### src/tsp_pkg.sv
// Shared constants, register codes and divider handshake types for the
// tone sequence player. No dependencies.
package tsp_pkg;

	localparam int unsigned TABLE_DEPTH    = 256;
	localparam int unsigned CLOCK_HZ       = 1000000;
	localparam int unsigned REPEAT_REST_MS = 5000;

	localparam int unsigned IDX_W   = 8;
	localparam int unsigned FREQ_W  = 16;
	localparam int unsigned TIME_W  = 16;
	localparam int unsigned POS_W   = 9;
	localparam int unsigned CNT_W   = 9;
	localparam int unsigned GAP_W   = 16;
	localparam int unsigned ENTRY_W = FREQ_W + TIME_W;

	localparam int unsigned RAM_AW = (TABLE_DEPTH > 1) ? $clog2(TABLE_DEPTH) : 1;

	localparam int unsigned DIV_NUM_W = $clog2(CLOCK_HZ + 1);
	localparam int unsigned DIV_CNT_W = $clog2(DIV_NUM_W);

	localparam logic [FREQ_W-1:0] TONE_MAX = 16'hffff;

	localparam int unsigned APB_ADDR_W = 4;
	localparam int unsigned APB_DATA_W = 32;

	localparam int unsigned IN_DATA_W  = 40;
	localparam int unsigned OUT_DATA_W = 48;

	typedef enum logic [1:0] {
		REG_NOTE_COUNT    = 2'd0,
		REG_REPEAT_ENABLE = 2'd1,
		REG_GAP_MS        = 2'd2
	} reg_idx_t;

	typedef struct packed {
		logic              start;
		logic [FREQ_W-1:0] divisor;
	} div_req_t;

	typedef struct packed {
		logic              done;
		logic [FREQ_W-1:0] quotient;
	} div_rsp_t;

endpackage

### src/tsp_div.sv
// Restoring divider: CLOCK_HZ over a 16-bit divisor, one quotient bit per cycle,
// quotient saturated to 16 bits. Depends on tsp_pkg.
module tsp_div (
	input  logic              clk,
	input  logic              arst_n,
	input  tsp_pkg::div_req_t req,
	output tsp_pkg::div_rsp_t rsp
);
	import tsp_pkg::*;

	logic                 busy_q;
	logic                 done_q;
	logic [DIV_CNT_W-1:0] cnt_q;
	logic [FREQ_W:0]      rem_q;
	logic [DIV_NUM_W-1:0] quo_q;
	logic [FREQ_W-1:0]    div_q;

	logic [FREQ_W:0] shifted;
	logic            fits;
	logic [31:0]     quo_wide;

	// One restoring step: bring in the next dividend bit, subtract if it fits.
	assign shifted = {rem_q[FREQ_W-1:0], quo_q[DIV_NUM_W-1]};
	assign fits    = shifted >= {1'b0, div_q};

	assign quo_wide     = 32'(quo_q);
	assign rsp.done     = done_q;
	assign rsp.quotient = (quo_wide > 32'(TONE_MAX)) ? TONE_MAX : quo_wide[FREQ_W-1:0];

	always_ff @(posedge clk or negedge arst_n) begin
		if (!arst_n) begin
			busy_q <= 1'b0;
			done_q <= 1'b0;
			cnt_q  <= '0;
			rem_q  <= '0;
			quo_q  <= '0;
			div_q  <= '0;
		end else begin
			done_q <= 1'b0;
			if (req.start) begin
				busy_q <= 1'b1;
				cnt_q  <= '0;
				rem_q  <= '0;
				quo_q  <= DIV_NUM_W'(CLOCK_HZ);
				div_q  <= req.divisor;
			end else if (busy_q) begin
				rem_q <= fits ? (shifted - {1'b0, div_q}) : shifted;
				quo_q <= {quo_q[DIV_NUM_W-2:0], fits};
				cnt_q <= cnt_q + 1'b1;
				if (cnt_q == DIV_CNT_W'(DIV_NUM_W - 1)) begin
					busy_q <= 1'b0;
					done_q <= 1'b1;
				end
			end
		end
	end

endmodule

### config.mk
export PLATFORM = sky130hd
export DESIGN_NAME = tsp_div
export DESIGN_NICKNAME = d
export VERILOG_FILES = /design/src/tsp_pkg.sv /design/src/tsp_div.sv
export SDC_FILE = /design/constraint.sdc
export NUM_CORES = 1
export LEC_CHECK = 0
export ABC_AREA = 1
export BUFFER_PORTS_ARGS = -buffer_cell sky130_fd_sc_hd__buf_2
export CAP_MARGIN = 15
export CORE_MARGIN = 2
export CORE_UTILIZATION = 40
export DETAILED_ROUTE_END_ITERATION = 8
export PLACE_DENSITY = 0.69
export REMOVE_ABC_BUFFERS = 1
export SLEW_MARGIN = 30
export SYNTH_ARGS = -nofsm -noshare
export SYNTH_HDL_FRONTEND = slang
export SYNTH_SLANG_ARGS = --single-unit
export TNS_END_PERCENT = 30
### constraint.sdc
create_clock -name clk -period 1.6 [get_ports clk]
set_input_delay 0.24 -clock clk [delete_from_list [all_inputs] [get_ports clk]]
set_output_delay 0.24 -clock clk [all_outputs]
set_load 0.03 [all_outputs]
# ---- Word level (Yosys, flattened, before mapping)
# Index checks and enable logic that the tools add are counted.
dict set report word_totals {
  register_bits 59
  inputBits 19
  out_inout_bits 17
  wordCells 26
}
dict set report op_classes {
  addsub 2
  magnitude_cmp 2
  eq_ne 1
  n_mux 14
  n_reduce_logical 1
}
# cell n
set op_table {}
lappend op_table {{$mux 16} 4}
lappend op_table {{$mux 20} 2}
lappend op_table {{$gt 20x16->1 const B} 1}
lappend op_table {{$ge 17x16->1} 1}
lappend op_table {{$sub 16x16->16} 1}
lappend op_table {{$mux 5} 2}
lappend op_table {{$mux 1} 6}
lappend op_table {{$add 5x1->5 const B} 1}
lappend op_table {{$eq 5x5->1 const B} 1}
lappend op_table {{$reduce_bool 2->1} 1}

# ---- Longest topological paths before layout
# Gate-level depths: netlist (run 1).
dict set report logic_depth {
  ltp_word 4
  ltp_mapped 14
  ltp_nobuf 14
}

# ---- Worst setup path after synthesis (run 1)
# OpenSTA, ideal clock, no wires.
dict set report synth_path {
  kind {reg-to-reg}
  startpoint {register quo_q[19]}
  endpoint {register rem_q[8]}
  setup_ns 0.117
  arrival_ns 1.644
  t_required_ns 1.483
  path_slack_ns -0.161
  path_stages_with_launch 14
  path_buffers 0
  period_less_slack_ns 1.761
  path_cell_list {dfrtp_1 -> inv_1 -> ha_1 -> fa_1 -> inv_1 -> nand3_1 -> nand3_1 -> nand2_1 -> nand3_1 -> nand2_1 -> nand2_1 -> nand2_2 -> nand3_1 -> nand2_1}
}
dict set report synth_via {
  elab_chain_len 4
  elab_cells_between_ends 5
  classes_between {add/sub: 1; order compare: 1; mux: 3}
}
# item line_no
set synth_rtl {}
lappend synth_rtl {{start, declared} tsp_div.sv:15} ;# logic [DIV_NUM_W-1:0] quo_q;
lappend synth_rtl {{start signal, assigned} tsp_div.sv:44} ;# quo_q <= DIV_NUM_W'(CLOCK_HZ);
lappend synth_rtl {{start signal, assigned} tsp_div.sv:48} ;# quo_q <= {quo_q[DIV_NUM_W-2:0], fits};
lappend synth_rtl {{$sub 16x16->16 or $ge 17x16->1 (tied branches)} {tsp_div.sv:47, tsp_div.sv:24}}
lappend synth_rtl {{$mux 16 *} tsp_div.sv:47} ;# rem_q <= fits ? (shifted - {1'b0, div_q}) : shifted;
lappend synth_rtl {{$mux 16 *} tsp_div.sv:46} ;# end else if (busy_q) begin
lappend synth_rtl {{$mux 16 *} tsp_div.sv:40} ;# if (req.start) begin
lappend synth_rtl {{end signal, assigned} tsp_div.sv:47}
lappend synth_rtl {{end, declared} tsp_div.sv:14} ;# logic [FREQ_W:0] rem_q;
# Mark *: on every way between the ends. The rest lies on a longest branch, timed or not. The select of a mux whose other input is x is not followed.
# A chain may end at the register's enable or synchronous reset.

# ---- Final worst setup path (run 1)
dict set report layout_path {
  startpoint {register rem_q[13]}
  endpoint {register rem_q[13]}
}
dict set report layout_via {
  elab_chain_len 4
}
# item line_no
set layout_rtl {}
lappend layout_rtl {{$ge 17x16->1} tsp_div.sv:24} ;# assign fits = shifted >= {1'b0, div_q};
lappend layout_rtl {{$mux 16} tsp_div.sv:47}
lappend layout_rtl {{$mux 16} tsp_div.sv:46}
lappend layout_rtl {{$mux 16} tsp_div.sv:40}
# No other way between the ends. The select of a mux whose other input is x is not followed.

==> impl_metrics.prom, run 1 <==
# TYPE chip_impl_metric gauge
chip_impl_info{name="outcome",value="finished with violations"} 1
chip_impl_info{name="violated_checks",value="setup timing"} 1
chip_impl_metric{name="fin_nets",unit=""} 689
chip_impl_metric{name="nFillCells",unit=""} 742
chip_impl_metric{name="ant_nets",unit=""} 0
chip_impl_metric{name="clock_skew_after_layout",unit="ns"} 0.0165
chip_impl_info{name="cts_tree",value="yes"} 1
chip_impl_metric{name="warnings_synthesis",unit=""} 0
chip_impl_metric{name="cell_internal_pwr",unit="µW"} 5120
chip_impl_metric{name="grt_start_max_net_pins",unit=""} 40
chip_impl_metric{name="power.combinational.fraction",unit="%"} 61.5
chip_impl_metric{name="totalWireLength",unit="µm"} 11200
chip_impl_metric{name="final_core_util",unit="%"} 61.4
chip_impl_metric{name="antenna_found_initial",unit=""} 0
chip_impl_info{name="kind_of_critical_path",value="reg -> reg"} 1
chip_impl_metric{name="synthesis.area",unit="mm²"} 0.00373
chip_impl_metric{name="drive_above_1_share",unit="%"} 42.0
chip_impl_metric{name="gp_routability_congestion",unit=""} 0.954
chip_impl_metric{name="synthDistinctLibCells",unit=""} 35
chip_impl_metric{name="placed_area",unit="mm²"} 0.00462
chip_impl_metric{name="min_period_over_period",unit="%"} 115
chip_impl_info{name="hold_class",value="in -> reg"} 1
chip_impl_metric{name="synth_seq_area_share",unit="%"} 39.6
chip_impl_metric{name="critPathRequiredTime",unit="ns"} 1.85
chip_impl_metric{name="globalRouteOverflowTotal",unit=""} 0
chip_impl_metric{name="via_count",unit=""} 3844
chip_impl_metric{name="route.layer.met1.wl",unit="µm"} 4870
chip_impl_metric{name="drt_first_iter_violations",unit=""} 217
chip_impl_metric{name="postLayoutCellArea",unit="mm²"} 0.00562
chip_impl_metric{name="met3_wirelength",unit="µm"} 497
chip_impl_metric{name="design.portCount",unit=""} 36
chip_impl_info{name="unrepaired_setup_endpoints_after_global_routing",value="true"} 1
chip_impl_metric{name="ys_ff_latch",unit=""} 59
chip_impl_metric{name="p_per_area",unit="mW/mm²"} 1600
chip_impl_metric{name="antenna-diode-count",unit=""} 0
chip_impl_metric{name="first_pass_iters",unit=""} 5
chip_impl_info{name="critPathLaunchType",value="register"} 1
chip_impl_metric{name="core_area",unit="mm²"} 0.00915
chip_impl_info{name="dominantRegCellSynth",value="sky130_fd_sc_hd__dfrtp_1"} 1
chip_impl_metric{name="initial_utilization",unit="%"} 40.8
chip_impl_metric{name="fp.dieH",unit="µm"} 101
chip_impl_metric{name="count_of_unresolved_drc_violations_after_routing",unit=""} 0
chip_impl_metric{name="min_period",unit="ns"} 1.83
chip_impl_metric{name="final.setup.tns",unit="ns"} -6.59
chip_impl_metric{name="grt_pass1_wl",unit="µm"} 17600
chip_impl_metric{name="clock_sink_count",unit=""} 59
chip_impl_metric{name="grt_use_total",unit="%"} 22.0
chip_impl_metric{name="place_hpwl",unit="µm"} 7320
chip_impl_metric{name="power.leakage",unit="µW"} 0.00288
chip_impl_metric{name="multiInputGateArea",unit="mm²"} 0.00231
chip_impl_metric{name="clk_transition_reported_paths",unit="ns"} 0.09
chip_impl_metric{name="holdPathStages",unit=""} 3
chip_impl_metric{name="place.port_buffers",unit=""} 35
chip_impl_info{name="layout.cells.most_common",value="sky130_fd_sc_hd__nand2_1"} 1
chip_impl_metric{name="timing_hold_violations_final",unit=""} 0
chip_impl_info{name="clock_tree.root_cell",value="sky130_fd_sc_hd__clkbuf_8"} 1
chip_impl_metric{name="detail_route.vias_per_cell",unit=""} 5.01
chip_impl_info{name="final_cell_mix",value="sky130_fd_sc_hd__nand2_1, sky130_fd_sc_hd__buf_4, sky130_fd_sc_hd__inv_1"} 1
chip_impl_metric{name="path_max_fanout",unit=""} 6
chip_impl_metric{name="dieArea",unit="mm²"} 0.0101
chip_impl_metric{name="switching_power",unit="µW"} 3850
chip_impl_metric{name="synthCells",unit=""} 516
chip_impl_metric{name="syn-mean-instance-area",unit="µm²"} 7.23
chip_impl_metric{name="floorplan.die.width",unit="µm"} 101
chip_impl_info{name="cp_capture_type",value="register"} 1
chip_impl_metric{name="postLayoutSetupSlackWorst",unit="ns"} -0.234
chip_impl_metric{name="synthArstFlopShare",unit="%"} 100
chip_impl_metric{name="clk-insertion-delay-late",unit="ns"} 0.36
chip_impl_metric{name="crit_arrival",unit="ns"} 2.08
chip_impl_metric{name="route.detailed.wl_per_inst",unit="µm"} 14.6
chip_impl_metric{name="cts_max_path_buffers",unit=""} 2
chip_impl_metric{name="worstMarginPinSlew",unit="ns"} 0.486
chip_impl_metric{name="setup-violations-final",unit=""} 33
chip_impl_metric{name="max_cap_violations",unit=""} 0
chip_impl_metric{name="regArea",unit="mm²"} 0.00148
chip_impl_metric{name="cts.htree.levels",unit=""} 3
chip_impl_metric{name="seqPwrFrac",unit="%"} 21.8
chip_impl_metric{name="sw_frac_of_total",unit="%"} 42.9
chip_impl_metric{name="irDropWorstVdd",unit="mV"} 0.889
chip_impl_metric{name="slew-limit-headroom",unit="%"} 67.6
chip_impl_metric{name="share_clk_of_total_power",unit="%"} 16.7
chip_impl_metric{name="hold_slack",unit="ns"} 0.0748
chip_impl_metric{name="floorplan.rows",unit=""} 35
chip_impl_metric{name="first_global_vias",unit=""} 3855
chip_impl_metric{name="synth_enable_flop_cells",unit=""} 0
chip_impl_metric{name="area.growth.synth_to_final",unit="%"} 50.6
chip_impl_metric{name="fmax",unit="MHz"} 545
chip_impl_metric{name="ff2ff_path_depth",unit=""} 12
chip_impl_metric{name="cts_made_buffers",unit=""} 9
chip_impl_metric{name="slew_violations",unit=""} 0
chip_impl_info{name="highest-signal-layer",value="met4"} 1
chip_impl_metric{name="met2_wirelength",unit="µm"} 5460
==> per-layer routing <==
metal / GRT usage (%) / vias to the layer above
li1: - / 1886
met1: 27.7 / 1796
met2: 36.6 / 127
met3: 4.09 / 35
met4: 9.91 / 0
met5: 0 / -
==> cell families (layout without fill, tap and decap cells) <==
family / Yosys count / count (layout) / share of synthesized area [%]
XOR/XNOR: 6 / 6 / 1.41
AO/OA/AOI/OAI: 56 / 56 / 8.28
flip-flops: 59 / 59 / 39.6
adder cells (fa/ha/maj): 18 / 18 / 6.24
AND/OR/NAND/NOR: 271 / 271 / 32.9
buffers and inverters: 106 / 247 / 11.6
==> power groups by stage <==
| stage | clock network [µW] | registers [µW] | logic, µW |
|---|---|---|---|
| 4_1_cts | 1510 | 1950 | 4650 |
| 6_report | 1500 | 1950 | 5520 |
| 5_1_grt | 1590 | 1980 | 6000 |
| 2_1_floorplan | 0 | 1890 | 2420 |
| 3_5_place_dp | 0 | 1910 | 4120 |
| 3_3_place_gp | 0 | 1890 | 4050 |
==> sequential cells by signal, indices dropped and copies added, names as in the netlist <==
register,flops
busy_q,1
cnt_q,5
div_q,16
done_q,1
rem_q,16
quo_q,20
==> worst max-delay path, cell delays in order (launching register included) <==
cell	delay, ns
sky130_fd_sc_hd__dfrtp_1	0.41
sky130_fd_sc_hd__ha_4	0.28
sky130_fd_sc_hd__buf_4	0.12
sky130_fd_sc_hd__nand2_1	0.07
sky130_fd_sc_hd__nor2_1	0.13
sky130_fd_sc_hd__nand2_1	0.08
sky130_fd_sc_hd__o21ai_2	0.16
sky130_fd_sc_hd__nor2_4	0.08
sky130_fd_sc_hd__nand2_8	0.08
sky130_fd_sc_hd__buf_8	0.13
sky130_fd_sc_hd__nand3_2	0.06
sky130_fd_sc_hd__nand2_1	0.07
sky130_fd_sc_hd__nand2_1	0.05
==> through the flow <==
step / instances / setup WS (ns) / power [µW]
after floorplan: 501 / -0.326 / 4310
after global placement: 731 / -0.319 / 5940
after detailed placement: 731 / -0.354 / 6030
after CTS: 756 / -0.211 / 8120
after global routing: 768 / -0.318 / 9570
final: 768 / -0.234 / 8970
==> cells in the mapped netlist, types with 5 or more instances <==
master	instances	area, µm²
sky130_fd_sc_hd__nand3b_1	12	90.1
sky130_fd_sc_hd__clkbuf_1	6	22.5
sky130_fd_sc_hd__o22ai_1	13	81.3
sky130_fd_sc_hd__nand4_1	5	31.3
sky130_fd_sc_hd__nand2_2	15	93.8
sky130_fd_sc_hd__nor2_1	18	67.6
sky130_fd_sc_hd__nand2_1	173	649
sky130_fd_sc_hd__nand3_1	31	155
sky130_fd_sc_hd__dfrtp_1	59	1480
sky130_fd_sc_hd__xnor2_1	5	43.8
sky130_fd_sc_hd__ha_1	17	213
sky130_fd_sc_hd__a21oi_1	15	75.1
sky130_fd_sc_hd__inv_1	87	327
sky130_fd_sc_hd__o21ai_0	24	120
==> final timing paths <==
path	endpoint	slack [ns]	startpoint
worst max register to register	rem_q[13]	-0.23	rem_q[13]
worst min-delay path	div_q[2]	0.07	req[2]
min in group asynchronous	rem_q[3]	0.24	arst_n
worst max-delay path	rem_q[13]	-0.23	rem_q[13]
worst min register to register	quo_q[9]	0.51	quo_q[8]
max in group asynchronous	div_q[8]	0.91	arst_n
==> repair_timing <==
action | 4_1_cts | 5_1_grt
gates cloned | 1 | 0
setup buffers | 7 | 12
hold endpoints to repair | 59 | 0
setup endpoints to repair | 33 | 33
pin swaps | 11 | 35
hold buffers | 1 | 0
resized for setup | 83 | 68
==> final cells by class <==
| type | count | area share [%] |
|---|---|---|
| Timing Repair Buffer | 140 | 20.3 |
| Sequential cell | 59 | 26.3 |
| Multi-Input combinational cell | 351 | 41.2 |
| Tap cell | 111 | 2.47 |
| Inverter | 91 | 6.08 |
| Clock buffer | 9 | 2.20 |
| Clock inverter | 7 | 1.47 |
Note: power is estimated with default switching activity, not from simulation.
==> run 2: changes to the inputs <==
- SETUP_SLACK_MARGIN: not set -> 0.4
==> run 2 against run 1 <==
Against the previous run: the flow still finishes with violations (setup timing); wire length increased by 1.6%; register-to-register slack about the same; flip-flop and latch count unchanged; setup slack got worse by 0.013 ns; cell area is 1.6% higher; count of clock-buffer cells in the layout is the same; largest power group unchanged.
==> impl_metrics.prom, run 2 (synthesis results as in run 1) <==
# TYPE chip_impl_metric gauge
chip_impl_info{name="outcome",value="finished with violations"} 1
chip_impl_info{name="violated_checks",value="setup timing"} 1
chip_impl_metric{name="grt_pass1_wl",unit="µm"} 17800
chip_impl_metric{name="postLayoutCellArea",unit="mm²"} 0.00571
chip_impl_metric{name="design.portCount",unit=""} 36
chip_impl_metric{name="post-place-ws",unit="ns"} -0.354
chip_impl_metric{name="first_pass_iters",unit=""} 4
chip_impl_metric{name="ff2ff_path_depth",unit=""} 11
chip_impl_info{name="worstReg2RegStart",value="rem_q[10]"} 1
chip_impl_metric{name="drt_first_iter_violations",unit=""} 154
chip_impl_metric{name="antenna-diode-count",unit=""} 0
chip_impl_metric{name="power.leakage",unit="µW"} 0.00287
chip_impl_metric{name="initial_utilization",unit="%"} 40.8
chip_impl_metric{name="floorplan.rows",unit=""} 35
chip_impl_info{name="crit_path_cell_trace",value="ha_4 > nand2_2 > nor2_4 > inv_1 > nor2_4 > nand2_4 > nand2_8 > buf_8 > nand2_2 > nand3_2 > nand2_1"} 1
chip_impl_info{name="min_from",value="req[2]"} 1
chip_impl_metric{name="max_cap_violations",unit=""} 0
chip_impl_metric{name="place.port_buffers",unit=""} 35
chip_impl_metric{name="fp.dieH",unit="µm"} 101
chip_impl_metric{name="via_count",unit=""} 3870
chip_impl_metric{name="worst_path_largest_cell_delay",unit="ns"} 0.42
chip_impl_metric{name="gp_routability_congestion",unit=""} 0.954
chip_impl_metric{name="setup-violations-final",unit=""} 33
chip_impl_metric{name="grt_use_total",unit="%"} 22.3
chip_impl_metric{name="totalWireLength",unit="µm"} 11400
chip_impl_metric{name="crit_arrival",unit="ns"} 2.11
chip_impl_metric{name="postLayoutSetupSlackWorst",unit="ns"} -0.248
chip_impl_metric{name="clock_skew_after_layout",unit="ns"} 0.0150
chip_impl_info{name="largest_register",value="quo_q"} 1
chip_impl_info{name="layout.cells.most_common",value="sky130_fd_sc_hd__nand2_1"} 1
chip_impl_metric{name="hold_slack",unit="ns"} 0.0770
chip_impl_metric{name="share_clk_of_total_power",unit="%"} 16.4
chip_impl_metric{name="min_period",unit="ns"} 1.85
chip_impl_info{name="unrepaired_setup_endpoints_after_global_routing",value="true"} 1
chip_impl_metric{name="cell_internal_pwr",unit="µW"} 5150
chip_impl_metric{name="clock_sink_count",unit=""} 59
chip_impl_info{name="worstHoldEndpoint",value="div_q[2]"} 1
chip_impl_metric{name="place_inst",unit=""} 731
chip_impl_metric{name="cts_made_buffers",unit=""} 9
chip_impl_metric{name="switching_power",unit="µW"} 3930
chip_impl_metric{name="critPathRequiredTime",unit="ns"} 1.86
chip_impl_metric{name="floorplan.die.width",unit="µm"} 101
chip_impl_metric{name="count_of_unresolved_drc_violations_after_routing",unit=""} 0
chip_impl_metric{name="drive_above_1_share",unit="%"} 44.3
chip_impl_metric{name="path_max_fanout",unit=""} 6
chip_impl_metric{name="holdPathStages",unit=""} 3
chip_impl_metric{name="ant_nets",unit=""} 0
chip_impl_metric{name="place_hpwl",unit="µm"} 7320
chip_impl_metric{name="dieArea",unit="mm²"} 0.0101
chip_impl_metric{name="cts_max_path_buffers",unit=""} 2
chip_impl_metric{name="largest_register_ffs",unit=""} 20
chip_impl_info{name="reg2reg_to",value="rem_q[2]"} 1
chip_impl_metric{name="grt_start_max_net_pins",unit=""} 40
chip_impl_metric{name="detail_route.vias_per_cell",unit=""} 5.06
chip_impl_metric{name="cts.htree.levels",unit=""} 3
chip_impl_info{name="slowest_stage",value="sky130_fd_sc_hd__dfrtp_1"} 1
chip_impl_metric{name="worstMarginPinSlew",unit="ns"} 0.303
chip_impl_metric{name="seqPwrFrac",unit="%"} 21.6
chip_impl_metric{name="fmax",unit="MHz"} 541
chip_impl_metric{name="final-instance-count-excl-fill",unit=""} 765
chip_impl_info{name="hold_class",value="in -> reg"} 1
chip_impl_metric{name="regArea",unit="mm²"} 0.00148
chip_impl_metric{name="placed_area",unit="mm²"} 0.00462
chip_impl_metric{name="fin_nets",unit=""} 686
chip_impl_info{name="biggestRegsByFlops",value="quo_q (20), div_q (16), rem_q (16)"} 1
chip_impl_metric{name="irDropWorstVdd",unit="mV"} 0.892
chip_impl_metric{name="power.combinational.fraction",unit="%"} 62.0
chip_impl_metric{name="multiInputGateArea",unit="mm²"} 0.00240
chip_impl_metric{name="slew-limit-headroom",unit="%"} 79.7
chip_impl_metric{name="min_period_over_period",unit="%"} 115
chip_impl_metric{name="core_area",unit="mm²"} 0.00915
chip_impl_metric{name="globalRouteOverflowTotal",unit=""} 0
chip_impl_info{name="clock_tree.root_cell",value="sky130_fd_sc_hd__clkbuf_8"} 1
chip_impl_info{name="cts_tree",value="yes"} 1
chip_impl_metric{name="setup.reg_to_reg.worst_slack",unit="ns"} -0.25
chip_impl_metric{name="final_core_util",unit="%"} 62.4
chip_impl_metric{name="clk_transition_reported_paths",unit="ns"} 0.09
chip_impl_info{name="kind_of_critical_path",value="reg -> reg"} 1
chip_impl_metric{name="sw_frac_of_total",unit="%"} 43.2
chip_impl_metric{name="timing_hold_violations_final",unit=""} 0
chip_impl_metric{name="nFillCells",unit=""} 722
chip_impl_metric{name="p_per_area",unit="mW/mm²"} 1590
chip_impl_metric{name="area.growth.synth_to_final",unit="%"} 53.0
chip_impl_info{name="critPathLaunchType",value="register"} 1
chip_impl_info{name="final_cell_mix",value="sky130_fd_sc_hd__nand2_1, sky130_fd_sc_hd__buf_4, sky130_fd_sc_hd__inv_1"} 1
chip_impl_metric{name="route.detailed.wl_per_inst",unit="µm"} 14.9
chip_impl_info{name="cp_capture_type",value="register"} 1
chip_impl_metric{name="slew_violations",unit=""} 0
chip_impl_metric{name="antenna_found_initial",unit=""} 0
chip_impl_metric{name="clk-insertion-delay-late",unit="ns"} 0.36
chip_impl_metric{name="first_global_vias",unit=""} 3913
run 2: cell count changes in the layout (fill, tap and decap cells not counted), sizes merged:
cell,previous run,this run
buf,139,136
inv,95,94
clkinv,0,1
run 2: critical path, delay by kind of cell, from the launching register on:
family                     cells  cell delay, ns
adders and majority gates      1            0.31
DFF                            1            0.42
and+or+nand+nor                8            0.77
buffers and inverters          2            0.25
run 2: timing repair:
action,in CTS,in global routing
gates resized for setup,112,74
pin swaps,16,43
hold endpoints to repair,59,0
gates cloned,1,0
buffers inserted,7,9
endpoints found under the setup margin,55,40
hold buffers,1,0
run 2: worst max-delay path by stage:
stage | start | to | slack, ns
after floorplan | busy_q | cnt_q[2] | -0.33
after global placement | quo_q[19] | rem_q[8] | -0.32
after detailed placement | quo_q[19] | rem_q[8] | -0.35
after CTS | quo_q[18] | rsp[8] | -0.21
after global routing | rem_q[10] | rem_q[14] | -0.32
final | rem_q[10] | rem_q[2] | -0.25
run 2: per-layer routing:
layer / vias up / routed length (µm) / global-route usage [%]
met3: 27 / 472 / 4.51
met4: 0 / 333 / 11.2
met2: 118 / 5720 / 36.5
li1: 1879 / - / -
met5: - / 0 / 0
met1: 1846 / 4860 / 27.9
run 2: per-stage QoR:
stage / total power (µW) / TNS (ns)
final: 9080 / -6.66
after global routing: 9680 / -9.11
after CTS: 8330 / -5.93
after detailed placement: 6030 / -4.78
after global placement: 5940 / -3.99
after floorplan: 4310 / -10.41
run 2: cell type report:
class                           count  area share (%)
Timing Repair Buffer              137            19.9
Multi-Input combinational cell    351            42.0
Tap cell                          111            2.43
Clock inverter                      7            1.45
Sequential cell                    59            25.9
Clock buffer                        9            2.17
Inverter                           91            6.20
run 2: power groups by stage:
stage / clock [µW] / sequential, µW / combinational (µW)
after floorplan: 0 / 1890 / 2420
after global placement: 0 / 1890 / 4050
after detailed placement: 0 / 1910 / 4120
after CTS: 1510 / 1950 / 4860
after global routing: 1600 / 1990 / 6100
final: 1490 / 1960 / 5630
